$ cat config.mk
export PLATFORM = sky130hd
export DESIGN_NAME = adts_frame_sync_unit
export DESIGN_NICKNAME = d
export VERILOG_FILES = /design/src/hw/rtl/afs_pkg.sv /design/src/hw/rtl/afs_front.sv /design/src/hw/rtl/afs_fifo.sv /design/src/hw/rtl/afs_back.sv /design/src/hw/rtl/adts_frame_sync_unit.sv
export SDC_FILE = /design/constraint.sdc
export NUM_CORES = 1
export LEC_CHECK = 0
export ABC_CLOCK_PERIOD_IN_PS = 5000
export CELL_PAD_IN_SITES_DETAIL_PLACEMENT = 1
export CELL_PAD_IN_SITES_GLOBAL_PLACEMENT = 2
export CORE_MARGIN = 4
export CORE_UTILIZATION = 44
export CTS_CLUSTER_SIZE = 12
export DETAILED_ROUTE_END_ITERATION = 16
export DONT_BUFFER_PORTS = 1
export PLACE_DENSITY_LB_ADDON = 0.1
export SLEW_MARGIN = 20
export SYNTH_ARGS = -nofsm -noshare
export SYNTH_HDL_FRONTEND = slang
export SYNTH_SLANG_ARGS = --single-unit
$ cat constraint.sdc
create_clock -name clk_i -period 5 [get_ports clk_i]
set_clock_uncertainty 0.2 [all_clocks]
set_input_delay 0.5 -clock clk_i [delete_from_list [all_inputs] [get_ports clk_i]]
set_output_delay 0.5 -clock clk_i [all_outputs]
set_load 0.02 [all_outputs]
$ cat src/hw/rtl/afs_pkg.sv
`timescale 1ns / 1ps

package afs_pkg;

  // One incoming stream byte.
  typedef struct packed {
    logic [7:0] in_byte;
    logic       buffer_end;
  } item_t;

  // One result.
  typedef struct packed {
    logic [7:0]  out_byte;
    logic        frame_end;
    logic [12:0] frame_length;
    logic [1:0]  status;
  } res_t;

  // Result status codes.
  localparam logic [1:0] ST_FRAME      = 2'd0;
  localparam logic [1:0] ST_NO_FRAME   = 2'd1;
  localparam logic [1:0] ST_INCOMPLETE = 2'd2;
  localparam logic [1:0] ST_BAD_LENGTH = 2'd3;

  // Sync word and header fields.
  localparam logic [7:0]  SYNC_BYTE   = 8'hFF;
  localparam logic [3:0]  SYNC_NIBBLE = 4'hF;
  localparam int          HEADER_BYTES = 6;
  localparam logic [12:0] MIN_LENGTH  = 13'd7;
  localparam logic [12:0] HEADER_LEN  = 13'd6;

  typedef enum logic [1:0] {
    PH_HUNT,
    PH_HEAD,
    PH_PASS
  } phase_e;

  // Main action of one queued command.
  typedef enum logic [1:0] {
    ACT_NONE,
    ACT_BYTE,
    ACT_HEADER,
    ACT_BAD
  } act_e;

  // Work handed from the front to the back: a main action followed by an
  // optional buffer-end status result.
  typedef struct packed {
    act_e                  act;
    logic [5:0][7:0]       header;
    logic [7:0]            data;
    logic                  fe;
    logic [12:0]           len;
    logic                  tail;
    logic [1:0]            tail_status;
    logic [12:0]           tail_len;
  } cmd_t;

endpackage

$ cat src/hw/rtl/afs_front.sv
`timescale 1ns / 1ps

module afs_front (
  input  logic           clk_i,
  input  logic           rst_ni,
  input  logic           accept_i,
  input  afs_pkg::item_t item_i,
  input  logic           queue_full_i,
  output logic           cmd_push_o,
  output afs_pkg::cmd_t  cmd_o
);

  afs_pkg::phase_e  phase_q, phase_d;
  logic [2:0]       cnt_q, cnt_d;
  logic [4:0][7:0]  store_q, store_d;
  logic [12:0]      remain_q, remain_d;
  logic [12:0]      held_q, held_d;

  always_comb begin
    logic [7:0]  b;
    logic [12:0] len;
    logic [12:0] rem;
    logic        ended;

    b        = item_i.in_byte;
    len      = {store_q[3][1:0], store_q[4], b[7:5]};
    rem      = remain_q;
    ended    = 1'b0;
    phase_d  = phase_q;
    cnt_d    = cnt_q;
    store_d  = store_q;
    remain_d = remain_q;
    held_d   = held_q;

    cmd_o             = '0;
    cmd_o.act         = afs_pkg::ACT_NONE;
    cmd_o.header      = {b, store_q};
    cmd_o.data        = b;
    cmd_o.len         = held_q;

    unique case (phase_q)
      afs_pkg::PH_HUNT: begin
        if (cnt_q == 3'd1 && b[7:4] == afs_pkg::SYNC_NIBBLE) begin
          store_d[1] = b;
          cnt_d      = 3'd2;
          held_d     = '0;
          phase_d    = afs_pkg::PH_HEAD;
        end else if (b == afs_pkg::SYNC_BYTE) begin
          store_d[0] = b;
          cnt_d      = 3'd1;
        end else begin
          cnt_d = 3'd0;
        end
      end
      afs_pkg::PH_HEAD: begin
        if (cnt_q == 3'(afs_pkg::HEADER_BYTES - 1)) begin
          cnt_d     = 3'd0;
          cmd_o.len = len;
          if (len < afs_pkg::MIN_LENGTH) begin
            cmd_o.act = afs_pkg::ACT_BAD;
            held_d    = '0;
            phase_d   = afs_pkg::PH_HUNT;
          end else begin
            cmd_o.act = afs_pkg::ACT_HEADER;
            held_d    = len;
            remain_d  = len - afs_pkg::HEADER_LEN;
            phase_d   = afs_pkg::PH_PASS;
          end
        end else begin
          store_d[cnt_q] = b;
          cnt_d          = cnt_q + 3'd1;
        end
      end
      afs_pkg::PH_PASS: begin
        if (remain_q != '0) begin
          rem = remain_q - 13'd1;
        end
        remain_d  = rem;
        cmd_o.act = afs_pkg::ACT_BYTE;
        cmd_o.fe  = (rem == '0);
        if (rem == '0) begin
          phase_d = afs_pkg::PH_HUNT;
          cnt_d   = 3'd0;
          ended   = 1'b1;
        end
      end
      default: begin
        phase_d = afs_pkg::PH_HUNT;
        cnt_d   = 3'd0;
      end
    endcase

    // Buffer end: report a missing or cut-short frame, then start hunting.
    if (item_i.buffer_end && !ended) begin
      cmd_o.tail = 1'b1;
      if (phase_d == afs_pkg::PH_HUNT) begin
        cmd_o.tail_status = afs_pkg::ST_NO_FRAME;
        cmd_o.tail_len    = '0;
      end else begin
        cmd_o.tail_status = afs_pkg::ST_INCOMPLETE;
        cmd_o.tail_len    = held_d;
      end
      phase_d  = afs_pkg::PH_HUNT;
      cnt_d    = 3'd0;
      remain_d = '0;
      held_d   = '0;
    end

    cmd_push_o = accept_i && (cmd_o.act != afs_pkg::ACT_NONE || cmd_o.tail);
  end

  always_ff @(posedge clk_i or negedge rst_ni) begin
    if (!rst_ni) begin
      phase_q  <= afs_pkg::PH_HUNT;
      cnt_q    <= 3'd0;
      remain_q <= '0;
      held_q   <= '0;
    end else if (accept_i) begin
      phase_q  <= phase_d;
      cnt_q    <= cnt_d;
      remain_q <= remain_d;
      held_q   <= held_d;
    end
  end

  always_ff @(posedge clk_i) begin
    if (accept_i) begin
      store_q <= store_d;
    end
  end

  a_hunt_cnt: assert property (@(posedge clk_i) disable iff (!rst_ni)
    phase_q == afs_pkg::PH_HUNT |-> cnt_q <= 3'd1)
    else $error("header count out of range while hunting");

  a_head_cnt: assert property (@(posedge clk_i) disable iff (!rst_ni)
    phase_q == afs_pkg::PH_HEAD |-> cnt_q >= 3'd2 && cnt_q <= 3'd5)
    else $error("header count out of range while collecting");

  a_pass_len: assert property (@(posedge clk_i) disable iff (!rst_ni)
    phase_q == afs_pkg::PH_PASS |-> remain_q != '0 && held_q >= afs_pkg::MIN_LENGTH)
    else $error("payload phase without a valid frame length");

  a_no_overflow: assert property (@(posedge clk_i) disable iff (!rst_ni)
    accept_i |-> !queue_full_i)
    else $error("byte taken while the command queue is full");

endmodule

$ cat src/hw/rtl/afs_fifo.sv
`timescale 1ns / 1ps

module afs_fifo #(
  parameter int Depth = 4
) (
  input  logic          clk_i,
  input  logic          rst_ni,
  input  logic          push_i,
  input  afs_pkg::cmd_t data_i,
  output logic          full_o,
  input  logic          pop_i,
  output logic          valid_o,
  output afs_pkg::cmd_t data_o
);

  localparam int PtrW = (Depth > 1) ? $clog2(Depth) : 1;
  localparam int CntW = $clog2(Depth + 1);

  afs_pkg::cmd_t mem_q [Depth];
  logic [PtrW-1:0] wr_ptr_q, rd_ptr_q;
  logic [CntW-1:0] count_q;
  logic do_push, do_pop;

  assign full_o  = (count_q == CntW'(Depth));
  assign valid_o = (count_q != '0);
  assign data_o  = mem_q[rd_ptr_q];
  assign do_push = push_i && !full_o;
  assign do_pop  = pop_i && valid_o;

  always_ff @(posedge clk_i) begin
    if (do_push) begin
      mem_q[wr_ptr_q] <= data_i;
    end
  end

  always_ff @(posedge clk_i or negedge rst_ni) begin
    if (!rst_ni) begin
      wr_ptr_q <= '0;
      rd_ptr_q <= '0;
      count_q  <= '0;
    end else begin
      if (do_push) begin
        wr_ptr_q <= (wr_ptr_q == PtrW'(Depth - 1)) ? '0 : wr_ptr_q + 1'b1;
      end
      if (do_pop) begin
        rd_ptr_q <= (rd_ptr_q == PtrW'(Depth - 1)) ? '0 : rd_ptr_q + 1'b1;
      end
      if (do_push && !do_pop) begin
        count_q <= count_q + 1'b1;
      end else if (do_pop && !do_push) begin
        count_q <= count_q - 1'b1;
      end
    end
  end

  a_count_bound: assert property (@(posedge clk_i) disable iff (!rst_ni)
    count_q <= CntW'(Depth))
    else $error("queue count beyond depth");

endmodule

$ cat src/hw/rtl/afs_back.sv
`timescale 1ns / 1ps

module afs_back (
  input  logic          clk_i,
  input  logic          rst_ni,
  input  logic          cmd_valid_i,
  input  afs_pkg::cmd_t cmd_i,
  output logic          cmd_pop_o,
  output afs_pkg::res_t res_o,
  output logic          empty_o,
  input  logic          pop_i
);

  logic [2:0]    idx_q;
  logic          out_valid_q;
  afs_pkg::res_t res_q, res_d;
  logic [2:0]    main_cnt, total;
  logic          load, last_res;

  always_comb begin
    unique case (cmd_i.act)
      afs_pkg::ACT_HEADER: main_cnt = 3'(afs_pkg::HEADER_BYTES);
      afs_pkg::ACT_BYTE,
      afs_pkg::ACT_BAD:    main_cnt = 3'd1;
      default:             main_cnt = 3'd0;
    endcase
    total = main_cnt + {2'b00, cmd_i.tail};

    res_d = '0;
    if (idx_q < main_cnt) begin
      unique case (cmd_i.act)
        afs_pkg::ACT_HEADER: begin
          res_d.out_byte     = cmd_i.header[idx_q];
          res_d.frame_length = cmd_i.len;
          res_d.status       = afs_pkg::ST_FRAME;
        end
        afs_pkg::ACT_BYTE: begin
          res_d.out_byte     = cmd_i.data;
          res_d.frame_end    = cmd_i.fe;
          res_d.frame_length = cmd_i.len;
          res_d.status       = afs_pkg::ST_FRAME;
        end
        afs_pkg::ACT_BAD: begin
          res_d.frame_length = cmd_i.len;
          res_d.status       = afs_pkg::ST_BAD_LENGTH;
        end
        default: res_d = '0;
      endcase
    end else begin
      res_d.frame_length = cmd_i.tail_len;
      res_d.status       = cmd_i.tail_status;
    end
  end

  assign load      = cmd_valid_i && (!out_valid_q || pop_i);
  assign last_res  = (idx_q == total - 3'd1);
  assign cmd_pop_o = load && last_res;
  assign empty_o   = !out_valid_q;
  assign res_o     = res_q;

  always_ff @(posedge clk_i or negedge rst_ni) begin
    if (!rst_ni) begin
      idx_q       <= 3'd0;
      out_valid_q <= 1'b0;
    end else begin
      if (load) begin
        idx_q       <= last_res ? 3'd0 : idx_q + 3'd1;
        out_valid_q <= 1'b1;
      end else if (pop_i) begin
        out_valid_q <= 1'b0;
      end
    end
  end

  always_ff @(posedge clk_i) begin
    if (load) begin
      res_q <= res_d;
    end
  end

  a_idx_range: assert property (@(posedge clk_i) disable iff (!rst_ni)
    cmd_valid_i |-> idx_q < total)
    else $error("result index beyond the command's result count");

  a_fe_status: assert property (@(posedge clk_i) disable iff (!rst_ni)
    out_valid_q && res_q.frame_end |-> res_q.status == afs_pkg::ST_FRAME)
    else $error("frame end marked on a status result");

endmodule

$ cat src/hw/rtl/adts_frame_sync_unit.sv
`timescale 1ns / 1ps

// ADTS frame synchronizer. Stream bytes enter through a queue-style port
// (push/full) and frame bytes leave through one (pop/empty). The front hunts
// for the sync word (0xFF, then a byte with high nibble 0xF), collects header
// bytes 0 to 5 and extracts the 13-bit frame length. Each byte becomes at
// most one command in a QueueDepth-entry command queue. The back expands each
// command into results through a one-entry output register. When the header
// completes, it gives the six header bytes in turn, or one status 3 result
// for a length below 7. After that it gives one result per payload byte,
// with frame_end on the last. When buffer_end closes the buffer anywhere but
// on a frame's final byte, a status result follows: 1 no frame, or
// 2 incomplete. Input is taken at one byte per cycle whenever the queue has
// room. Output runs at one result per cycle, set by the single back-end
// output register, while pop is asserted and commands are queued. The
// six-result header burst is absorbed by the queue. A byte's first result
// passes through the command queue and then the output register before it
// reaches the result ports.
module adts_frame_sync_unit #(
  parameter int QueueDepth = 4
) (
  input  logic           clk_i,
  input  logic           rst_ni,
  input  afs_pkg::item_t item_i,
  input  logic           push,
  output logic           full,
  output afs_pkg::res_t  res_o,
  output logic           empty,
  input  logic           pop
);

  afs_pkg::cmd_t front_cmd, queue_cmd;
  logic          front_push, queue_full, queue_valid, queue_pop;
  logic          accept;

  // Transfer a byte whenever the command queue has room.
  assign full   = queue_full;
  assign accept = push && !queue_full;

  afs_front u_front (
    .clk_i        (clk_i),
    .rst_ni       (rst_ni),
    .accept_i     (accept),
    .item_i       (item_i),
    .queue_full_i (queue_full),
    .cmd_push_o   (front_push),
    .cmd_o        (front_cmd)
  );

  afs_fifo #(
    .Depth (QueueDepth)
  ) u_queue (
    .clk_i   (clk_i),
    .rst_ni  (rst_ni),
    .push_i  (front_push),
    .data_i  (front_cmd),
    .full_o  (queue_full),
    .pop_i   (queue_pop),
    .valid_o (queue_valid),
    .data_o  (queue_cmd)
  );

  afs_back u_back (
    .clk_i       (clk_i),
    .rst_ni      (rst_ni),
    .cmd_valid_i (queue_valid),
    .cmd_i       (queue_cmd),
    .cmd_pop_o   (queue_pop),
    .res_o       (res_o),
    .empty_o     (empty),
    .pop_i       (pop)
  );

  // Hold the head command until its last result is loaded.
  a_pop_valid: assert property (@(posedge clk_i) disable iff (!rst_ni)
    queue_pop |-> queue_valid)
    else $error("command drained from an empty queue");

  a_push_room: assert property (@(posedge clk_i) disable iff (!rst_ni)
    front_push |-> !queue_full)
    else $error("command pushed into a full queue");

  a_out_after_cmd: assert property (@(posedge clk_i) disable iff (!rst_ni)
    $rose(!empty) |-> $past(queue_valid))
    else $error("result appeared without a queued command");

endmodule
* Word level (Yosys, flattened, before mapping) *
Memories as Yosys holds them, arrays and structs flattened.
Index checks and enable logic that the tools add are counted.

word-level totals
  flip-flop bits (word level) = 106
  memories = 1
  output and inout bits = 26
  logic and storage cells = 147
  RAM bits = 352

memories
  name           words  bits a word  read ports  clocked after Yosys merged registers in  wr ports  RTL line        RTL
  u_queue.mem_q  4      88           1           0                                        1         afs_fifo.sv:19  afs_pkg::cmd_t mem_q [Depth];

operators by class
  add/sub/neg operators = 10
  bitwise operators = 1
  equality and inequality tests = 20
  reduce and logical (&&, ||, !) cells = 36
  mux-type cells = 56
  magnitude comparators = 5

operator list
  cell                     number
  $mux W13                 11
  $pmux W13 S2             2
  $bwmux W40               1
  $mux W8                  5
  $mux W16                 2
  $pmux W16 S2             1
  $mux W15                 2
  $pmux W15 S2             1
  $bmux W8 S3              1
  $demux W8 S3             1
  $mux W3                  7
  $mux W2                  8
  $pmux W8 S2              1
  $logic_not A13 Y1        1
  $lt A13 B3 Y1 const B    1
  $reduce_bool A13 Y1      1
  $sub A13 B1 Y13 const B  1
  $sub A13 B3 Y13 const B  1
  $logic_and A1 B1 Y1      11
  $eq A2 B2 Y1 const B     5
  $add A3 B1 Y3 const B    3
  $mux W1                  9
  $pmux W3 S3              1
  $eq A8 B8 Y1 const B     1
  other kinds (29)         50

* Logic depth before layout (Yosys ltp) *
Gate-level depths: netlist of run 1.

  word-level depth = 16
  mapped depth = 19

* By module *
A second synthesis of run 1 with hierarchy kept.

second synthesis, totals
  cells, all modules = 1,136
  area total of the unflattened synthesis = 19,374.8 um2

modules (own cells, without submodules)
  module                cells each  sequential area each (um2)  instances  area each (um2)
  afs_fifo              497         10,745.3                    1          13,238.9
  afs_front             446         1,976.9                     1          4,272.8
  afs_back              192         820.8                       1          1,849.3
  adts_frame_sync_unit  1           0.0                         1          13.8

* Worst setup path before layout of run 1 *
Ideal clock, no wire load.

  kind = register -> register
  start point = register u_queue.rd_ptr_q[0]
  end point = register u_queue.count_q[1]
  cell stages (with the launch flop) = 16
  arrival time = 4.684 ns
  setup slack = -0.008 ns
  cell sequence = dfrtp_1 buf_2 buf_2 buf_1 buf_1 mux4_2 ha_1 inv_1 ha_1 xor2_1 nor3_1 nand2_1 ha_1 inv_1 fa_1 mux2_2

on the way
  cells in the longest elaborated chain, start to end = 12
  elaborated cells on any way between the ends = 16
  classes of those cells = 2 x add/sub; 4 x eq/ne; 2 x mux; 7 x reduce/logical; 1 x memory

ends and longest elaborated chain
  item                                           RTL line        RTL
  start: declaration                             afs_fifo.sv:20  logic [PtrW-1:0] wr_ptr_q, rd_ptr_q;
  start signal: assignment                       afs_fifo.sv:46  rd_ptr_q <= (rd_ptr_q == PtrW'(Depth - 1)) ? '0 : rd_ptr_q + 1'b1;
  $mem_v2 Z4 W88 (*)                             n/a
  $eq A2 B2 Y1 or $eq A2 B1 Y1 (tied branches)   afs_back.sv:21  unique case (cmd_i.act)
  $reduce_or A2 Y1                               afs_back.sv:21
  $pmux W3 S2                                    afs_back.sv:21
  $add A3 B1 Y3 (*)                              afs_back.sv:27  total = main_cnt + {2'b00, cmd_i.tail};
  $sub A3 B1 Y3 (*)                              afs_back.sv:56  assign last_res = (idx_q == total - 3'd1);
  $eq A3 B3 Y1 (*)                               afs_back.sv:56
  $logic_and A1 B1 Y1 (*)                        afs_back.sv:57  assign cmd_pop_o = load && last_res;
  $logic_and A1 B1 Y1 (*)                        afs_fifo.sv:28  assign do_pop = pop_i && valid_o;
  $logic_not A1 Y1                               afs_fifo.sv:48  if (do_push && !do_pop) begin
  $logic_and A1 B1 Y1                            afs_fifo.sv:48
  $mux W3 or $reduce_bool A2 Y1 (tied branches)  n/a
  end signal: assignment                         afs_fifo.sv:49  count_q <= count_q + 1'b1;
  end signal: assignment                         afs_fifo.sv:51  count_q <= count_q - 1'b1;
  end: declaration                               afs_fifo.sv:21  logic [CntW-1:0] count_q;

Every way passes the cells marked *; elsewhere a longest branch is shown, timed or not.
A chain may end at the register's enable or synchronous reset.

* Worst setup path after layout of run 1 *
Same ends and word-level chain as after synthesis.

==> key figures, run 1 <==
Status
  • Outcome: finished clean

Synth
  • Top-area cell type share of the netlist area: 0.648
  • Netlist cell types: 70
  • Leading cell type by number of instances after synthesis: edfxtp_1
  • FF+latch count, synth: about 430
  • Post-synth EDFFs: about 380
  • Sequential cell area fraction in the yosys report: 0.707
  • Synth area leader: edfxtp_1
  • Mean post-synth cell area: 17.0 µm²
  • Commonest cells post-synth: edfxtp_1, nand2_1, mux4_2, dfrtp_1, nor2_1
  • Async set-reset flop share out of synthesis: 0.0986
  • Syn_nets: roughly 1100
  • Syn Inst Count: 1048
  • Ys flop type: edfxtp_1
  • Synth top area cells: edfxtp_1, mux4_2, dfrtp_1
  • Syn. warnings: 0
  • Syn Std Cell Area: 17800 µm²

CTS
  • Total clock buffers created by CTS: 46
  • Root Driver: clkbuf_16
  • CTS sink cnt: approximately 430
  • Clock Path Buffers: 3
  • Setup Buffers After CTS: 0
  • CTS tree: yes
  • Clock latency on the worst-skew pair: 570 ps
  • CTS clk-pin slew, worst paths: approximately 60 ps
  • Resize count post-CTS: 0
  • H-tree level count: 2

Timing
  • Max frequency: around 230 MHz
  • Setup TNS Final: 0 ps
  • Final setup fails: 0
  • Final period util: 0.859
  • Worst-Margin Slew: approximately 950 ps
  • Slew HR: 0.364
  • Hold Slack: ~63 ps
  • RSZ-0062 raised after global routing: false
  • Final Hold Fails: 0
  • Min cycle time layout: roughly 4300 ps
  • Slew Limit Fails: 0

Power and ir drop
  • Final Power: around 11 mW
  • Maximum vdd drop: approximately 0.00030 V
  • Lkg Pwr: around 6.8 nW
  • Power Density: between 500 and 600 nW/µm²

GRT
  • Total grt overflow: 0
  • Number of antenna violations at the first check in global routing: 0
  • GRT Total Usage: 0.201
  • First-pass GRT wire length: roughly 66000 µm
  • Largest net degree at the start of global routing: 50
  • Vias in the first global route: 10143

Setup path
  • WP data arrival: roughly 4600 ps
  • Cell Chain, Critical Path: mux4_2, inv_1, ha_1, inv_1, ha_1, xor2_1, nor3_1, nand2_1, ha_1, inv_1, fa_1, mux2_2
  • CP endpoint kind: register
  • Worst-case reg-to-reg path depth: 12
  • Critical Path RT: ~5300 ps
  • Worst r2r src: u_queue.rd_ptr_q[0]$_DFFE_PN0P_
  • CP Buf/Inv Count: 3
  • Setup CP Type: register to register
  • Max stage delay cell, worst path: mux4_2
  • Delay of the slowest critical-path stage: 580 ps
  • Reg-to-reg endpoint: u_queue.count_q[1]$_DFFE_PN0P_
  • Crit path max-delay family: adder cells
  • Startpoint types: register
  • Peak fanout along the critical path: 6
  • Flop2flop setup slack: ~700 ps

Floorplanning
  • Die Y: around 210 µm
  • Ports: 39
  • Initial Util: 0.446
  • Die ar.: between 40000 and 50000 µm²
  • Core Area: ~40000 µm²
  • # rows: 73
  • Die Wd: 209 µm

Cells and area
  • Layout fillers: between 3000 and 4000
  • # nets final: between 1000 and 1500
  • Layout area overhead: 13.0%
  • Design Area, Final: 20100 µm²
  • Layout cells sized above 1: 0.200

Drt
  • Wirelength per Cell: 26.3 µm
  • Residual DRC count: 0
  • Antenna viol nets, final: 0
  • DR vias/cell: between 5 and 6
  • Drt pass-1 iters: 5
  • Routed wire length: roughly 43000 µm
  • Routed via count: roughly 9400
  • Iter 0 DRT Violations: 696

Worst hold path
  • Hold Crit Class: input port to register
  • Hold EP: u_queue.mem_q[0][13]$_DFFE_PP_
  • Hold_sp: item_i[0]
  • Hold depth: 2

Run
  • Max-cap viol count: 0

Placement
  • DP HPWL: 26500 µm
  • Post-DP Area: between 15000 and 20000 µm²
  • Number of port buffers: 0
  • Routability cong.: about 0.76
-- how the worst max path moves through the flow --
stage | startpoint | end | slack, ps | cells past startpoint
6_report | u_queue.rd_ptr_q[0]$_DFFE_PN0P_ | u_queue.count_q[1]$_DFFE_PN0P_ | 700 | 12
5_1_grt | u_queue.rd_ptr_q[0]$_DFFE_PN0P_ | u_queue.count_q[1]$_DFFE_PN0P_ | 430 | 12
4_1_cts | u_queue.rd_ptr_q[0]$_DFFE_PN0P_ | u_queue.count_q[1]$_DFFE_PN0P_ | 640 | 12
3_5_place_dp | u_queue.rd_ptr_q[0]$_DFFE_PN0P_ | u_queue.count_q[1]$_DFFE_PN0P_ | 650 | 12
3_3_place_gp | u_queue.rd_ptr_q[0]$_DFFE_PN0P_ | u_queue.count_q[1]$_DFFE_PN0P_ | 790 | 12
2_1_floorplan | u_front.remain_q[0]$_DFFE_PN0P_ | u_queue.mem_q[0][0]$_DFFE_PP_ | 2 | 11
-- cells by family (layout without fill, tap and decap cells) --
kind of cell,after synthesis,after routing,share of synthesized area
AO/OA/AOI/OAI,140,140,0.0545
XOR/XNOR,18,18,0.00885
adder cells (fa/ha/maj),25,25,0.0180
buffers and inverters,85,159,0.0197
flip-flops,426,426,0.707
multiplexers,107,107,0.123
other,0,1,0
AND/OR/NAND/NOR,247,247,0.0696
-- report_power, final --
group | switching [mW] | internal (mW) | total, mW
registers | 0.320 | 4.37 | 4.69
logic | 1.53 | 1.18 | 2.71
clock network | 1.34 | 1.76 | 3.10
total | 3.19 | 7.32 | 10.5
-- cell usage in the layout, fill, tap and decap left out, types with 24 or more instances in the layout --
master / n
mux4_2: 88
a21oi_1: 31
dfrtp_1: 40
buf_4: 31
inv_1: 30
edfxtp_1: 384
o21ai_0: 31
ha_1: 24
nand2_1: 98
nor2_1: 41
clkbuf_16: 47
-- layout make-up --
type	instances	area [µm²]	area share
flip-flops and latches	426	12600	0.626
repair buffers	47	460	0.0229
diodes	1	2.50	0.000124
well taps	525	657	0.0327
inverters	33	124	0.00616
clock buffers	65	1270	0.0633
clock inverters	14	71.3	0.00355
multi-input cells	537	4940	0.245
-- state kept, by name (all words and copies together) (netlist names) --
name,count
u_front.phase_q,2
u_queue.wr_ptr_q,2
u_front.cmd_o,40
u_queue.mem_q,320
u_back.idx_q,3
u_back.res_o,24
u_queue.count_q,3
u_front.cnt_q,3
u_back.out_valid_q,1
u_queue.rd_ptr_q,2
u_front.held_q,13
u_front.remain_q,13
-- what timing repair did --
| action | CTS | global route |
|---|---|---|
| setup endpoints to repair | 0 | 0 |
| hold buffers | 11 | 0 |
| hold endpoints to repair | 132 | 0 |
-- per-layer routing --
| layer | vias up | track usage | part of all wire |
|---|---|---|---|
| met1 | 5045 | 0.288 | 0.46 |
| met5 | - | 0 | 0 |
| li1 | 4176 | - | - |
| met3 | 56 | 0.0344 | 0.039 |
| met2 | 166 | 0.325 | 0.48 |
| met4 | 0 | 0.0497 | 0.020 |
-- through the flow --
stage	util	setup WS, ps	instances
after CTS	0.504	637	1647
after global placement	0.467	791	1557
final	0.504	703	1648
after floorplan	-	1.70	1048
after global routing	0.504	431	1647
after detailed placement	0.467	654	1557
Note: power is estimated with default switching activity, not from simulation.
==> run 2, diff against run 1 <==
Settings changed: RECOVER_POWER from default to 25.
==> run 2 against run 1 <==
- the flow now finishes with violations (capacitance limit, slew limit)
- clock-buffer cell count is the same
- cell count is the same
- die area is the same
- fmax grew 0.28%
- via count is essentially flat
- routed wire length is essentially flat
- cell area shrank 0.14%
- sequential cell count is the same
- largest power group unchanged
- highest routed layer unchanged
==> key figures, run 2 (same netlist as run 1, synthesis figures left out) <==
Cells and area
  • Max reg flops: 320
  • Sequential cell area: approximately 13000 µm²
  • Layout Cells excl Fill: approximately 1600
  • Layout fillers: approximately 3700
  • Layout area overhead: 12.8%
  • Layout cells sized above 1: 0.198
  • Most frequent cells in the layout: edfxtp_1, nand2_1, mux4_2
  • # nets final: around 1100
  • Multi-input gate area: between 4000 and 5000 µm²
  • Final Util: 0.503
  • Most common cell after layout, fill and taps aside: edfxtp_1
  • Biggest register: u_queue.mem_q

Power and ir drop
  • Power Density: between 500 and 600 nW/µm²
  • P_sw: 3.19 mW
  • Logic pwr share: 0.258
  • Clk network pwr share: 0.295
  • Flop pwr share: 0.447
  • Maximum vdd drop: ~0.00030 V
  • Sw Ratio: 0.303
  • Lkg Pwr: a little under 7 nW
  • Pint: between 7 and 8 mW

CTS
  • Setup Buffers After CTS: 0
  • Total clock buffers created by CTS: 46
  • Resize count post-CTS: 0
  • CTS sink cnt: 426
  • H-tree level count: 2
  • Root Driver: clkbuf_16
  • Cts hold-fix bufs: 11
  • CTS clk-pin slew, worst paths: ~60 ps
  • Clock latency on the worst-skew pair: between 500 and 600 ps
  • CTS tree: yes
  • Clock Path Buffers: 3

Drt
  • Residual DRC count: 0
  • Wirelength per Cell: approximately 26 µm
  • Iter 0 DRT Violations: 697
  • DR vias/cell: approximately 5.7
  • Routed via count: 9445
  • Routed wire length: ~43000 µm
  • Drt pass-1 iters: 5
  • Antenna viol nets, final: 0

Timing
  • Min cycle time layout: approximately 4300 ps
  • Slew HR: -0.812
  • Final period util: 0.857
  • RSZ-0062 raised after global routing: false
  • Worst-Margin Slew: between 2000 and 3000 ps
  • Setup TNS Final: 0 ps
  • Final setup fails: 0
  • Final Hold Fails: 0
  • Max frequency: between 200 and 250 MHz
  • Slew Limit Fails: 43

GRT
  • Number of antenna violations at the first check in global routing: 0
  • Vias in the first global route: slightly above 10000
  • First-pass GRT wire length: roughly 66000 µm
  • GRT Total Usage: 0.201
  • Largest net degree at the start of global routing: 50
  • Total grt overflow: 0

Status
  • Outcome: complete, but fails checks
  • Failing checks: capacitance limit, slew limit

Floorplanning
  • # rows: 73
  • Die Wd: between 200 and 250 µm
  • Initial Util: 0.446
  • Ports: 39
  • Core Area: 39900 µm²
  • Die Y: approximately 210 µm
  • Die ar.: 43800 µm²

Setup path
  • WP data arrival: around 4500 ps
  • Startpoint types: register
  • Max stage delay cell, worst path: mux4_2
  • Peak fanout along the critical path: 6
  • Delay of the slowest critical-path stage: between 500 and 600 ps
  • Cell Chain, Critical Path: mux4_2, inv_1, ha_1, inv_1, ha_1, xor2_1, nor3_1, nand2_1, ha_1, inv_1, fa_1, mux2_2
  • Critical Path RT: approximately 5300 ps
  • CP endpoint kind: register
  • Setup CP Type: register to register

Placement
  • Number of port buffers: 0
  • Routability cong.: ~0.76
  • Placed cell count: 1557
  • DP HPWL: about 27000 µm

Run
  • Max-cap viol count: 1

Worst hold path
  • Hold Crit Class: input port to register
-- run 2: cell types whose count changed in the layout (fill, tap and decap cells not counted) --
cell      before  now
clkbuf_1      15   17
buf_4         31   30
buf_16         1    0
-- run 2: path summary, 6_finish.rpt --
kind | start | end | slack [ps] | cells past startpoint
max | u_queue.rd_ptr_q[0]$_DFFE_PN0P_ | u_queue.count_q[1]$_DFFE_PN0P_ | 710 | 12
min | item_i[0] | u_queue.mem_q[2][13]$_DFFE_PP_ | 60 | 2
max reg2reg | u_queue.rd_ptr_q[0]$_DFFE_PN0P_ | u_queue.count_q[1]$_DFFE_PN0P_ | 710 | 12
min reg2reg | u_front.cmd_o[42]$_DFFE_PP_ | u_queue.mem_q[0][42]$_DFFE_PP_ | 290 | 0
max in group asynchronous | rst_ni | u_queue.rd_ptr_q[0]$_DFFE_PN0P_ | 1560 | 2
min in group asynchronous | rst_ni | u_back.idx_q[2]$_DFFE_PN0P_ | 1130 | 2
-- run 2: critical path: cells and delay by family, from the launching register on --
family / cells / cell delay, ps
multiplexers: 2 / 840
AND/OR/NAND/NOR: 2 / 1000
XOR/XNOR: 1 / 140
adder cells (fa/ha/maj): 4 / 1210
buffers and inverters: 3 / 310
flip-flops: 1 / 470
-- run 2: power by group through the flow --
stage | combinational [mW] | clock, mW | sequential, mW
finish | 2.70 | 3.10 | 4.69
global route | 2.98 | 3.35 | 4.73
CTS | 2.78 | 3.19 | 4.70
detailed placement | 2.74 | 0 | 4.77
global placement | 2.72 | 0 | 4.75
floorplan | 1.96 | 0 | 4.68
-- run 2: stage by stage --
stage,cell area (µm²),hold slack [ps],setup WS (ps),power (mW)
CTS,20100,19.8,637,10.7
detailed placement,18600,5.61,654,7.52
global route,20100,46.3,431,11.1
floorplan,17800,4.41,1.70,6.63
finish,20100,62.4,715,10.5
global placement,18600,5.60,791,7.47
-- run 2: final cells by class --
| type | instances | area share |
|---|---|---|
| multi-input combinational | 537 | 0.246 |
| timing repair buffer | 47 | 0.0216 |
| sequential | 426 | 0.627 |
| clock inverter | 14 | 0.00355 |
| clock buffer | 65 | 0.0634 |
| antenna | 1 | 0.000125 |
| inverter | 33 | 0.00617 |
| tap | 525 | 0.0327 |
-- run 2: metal layers --
metal  track usage  up-vias  part of all wire
li1              -     4176                 -
met1         0.288     5045              0.46
met2         0.325      168              0.48
met3        0.0344       56             0.040
met4        0.0497        0             0.020
met5             0        -                 0
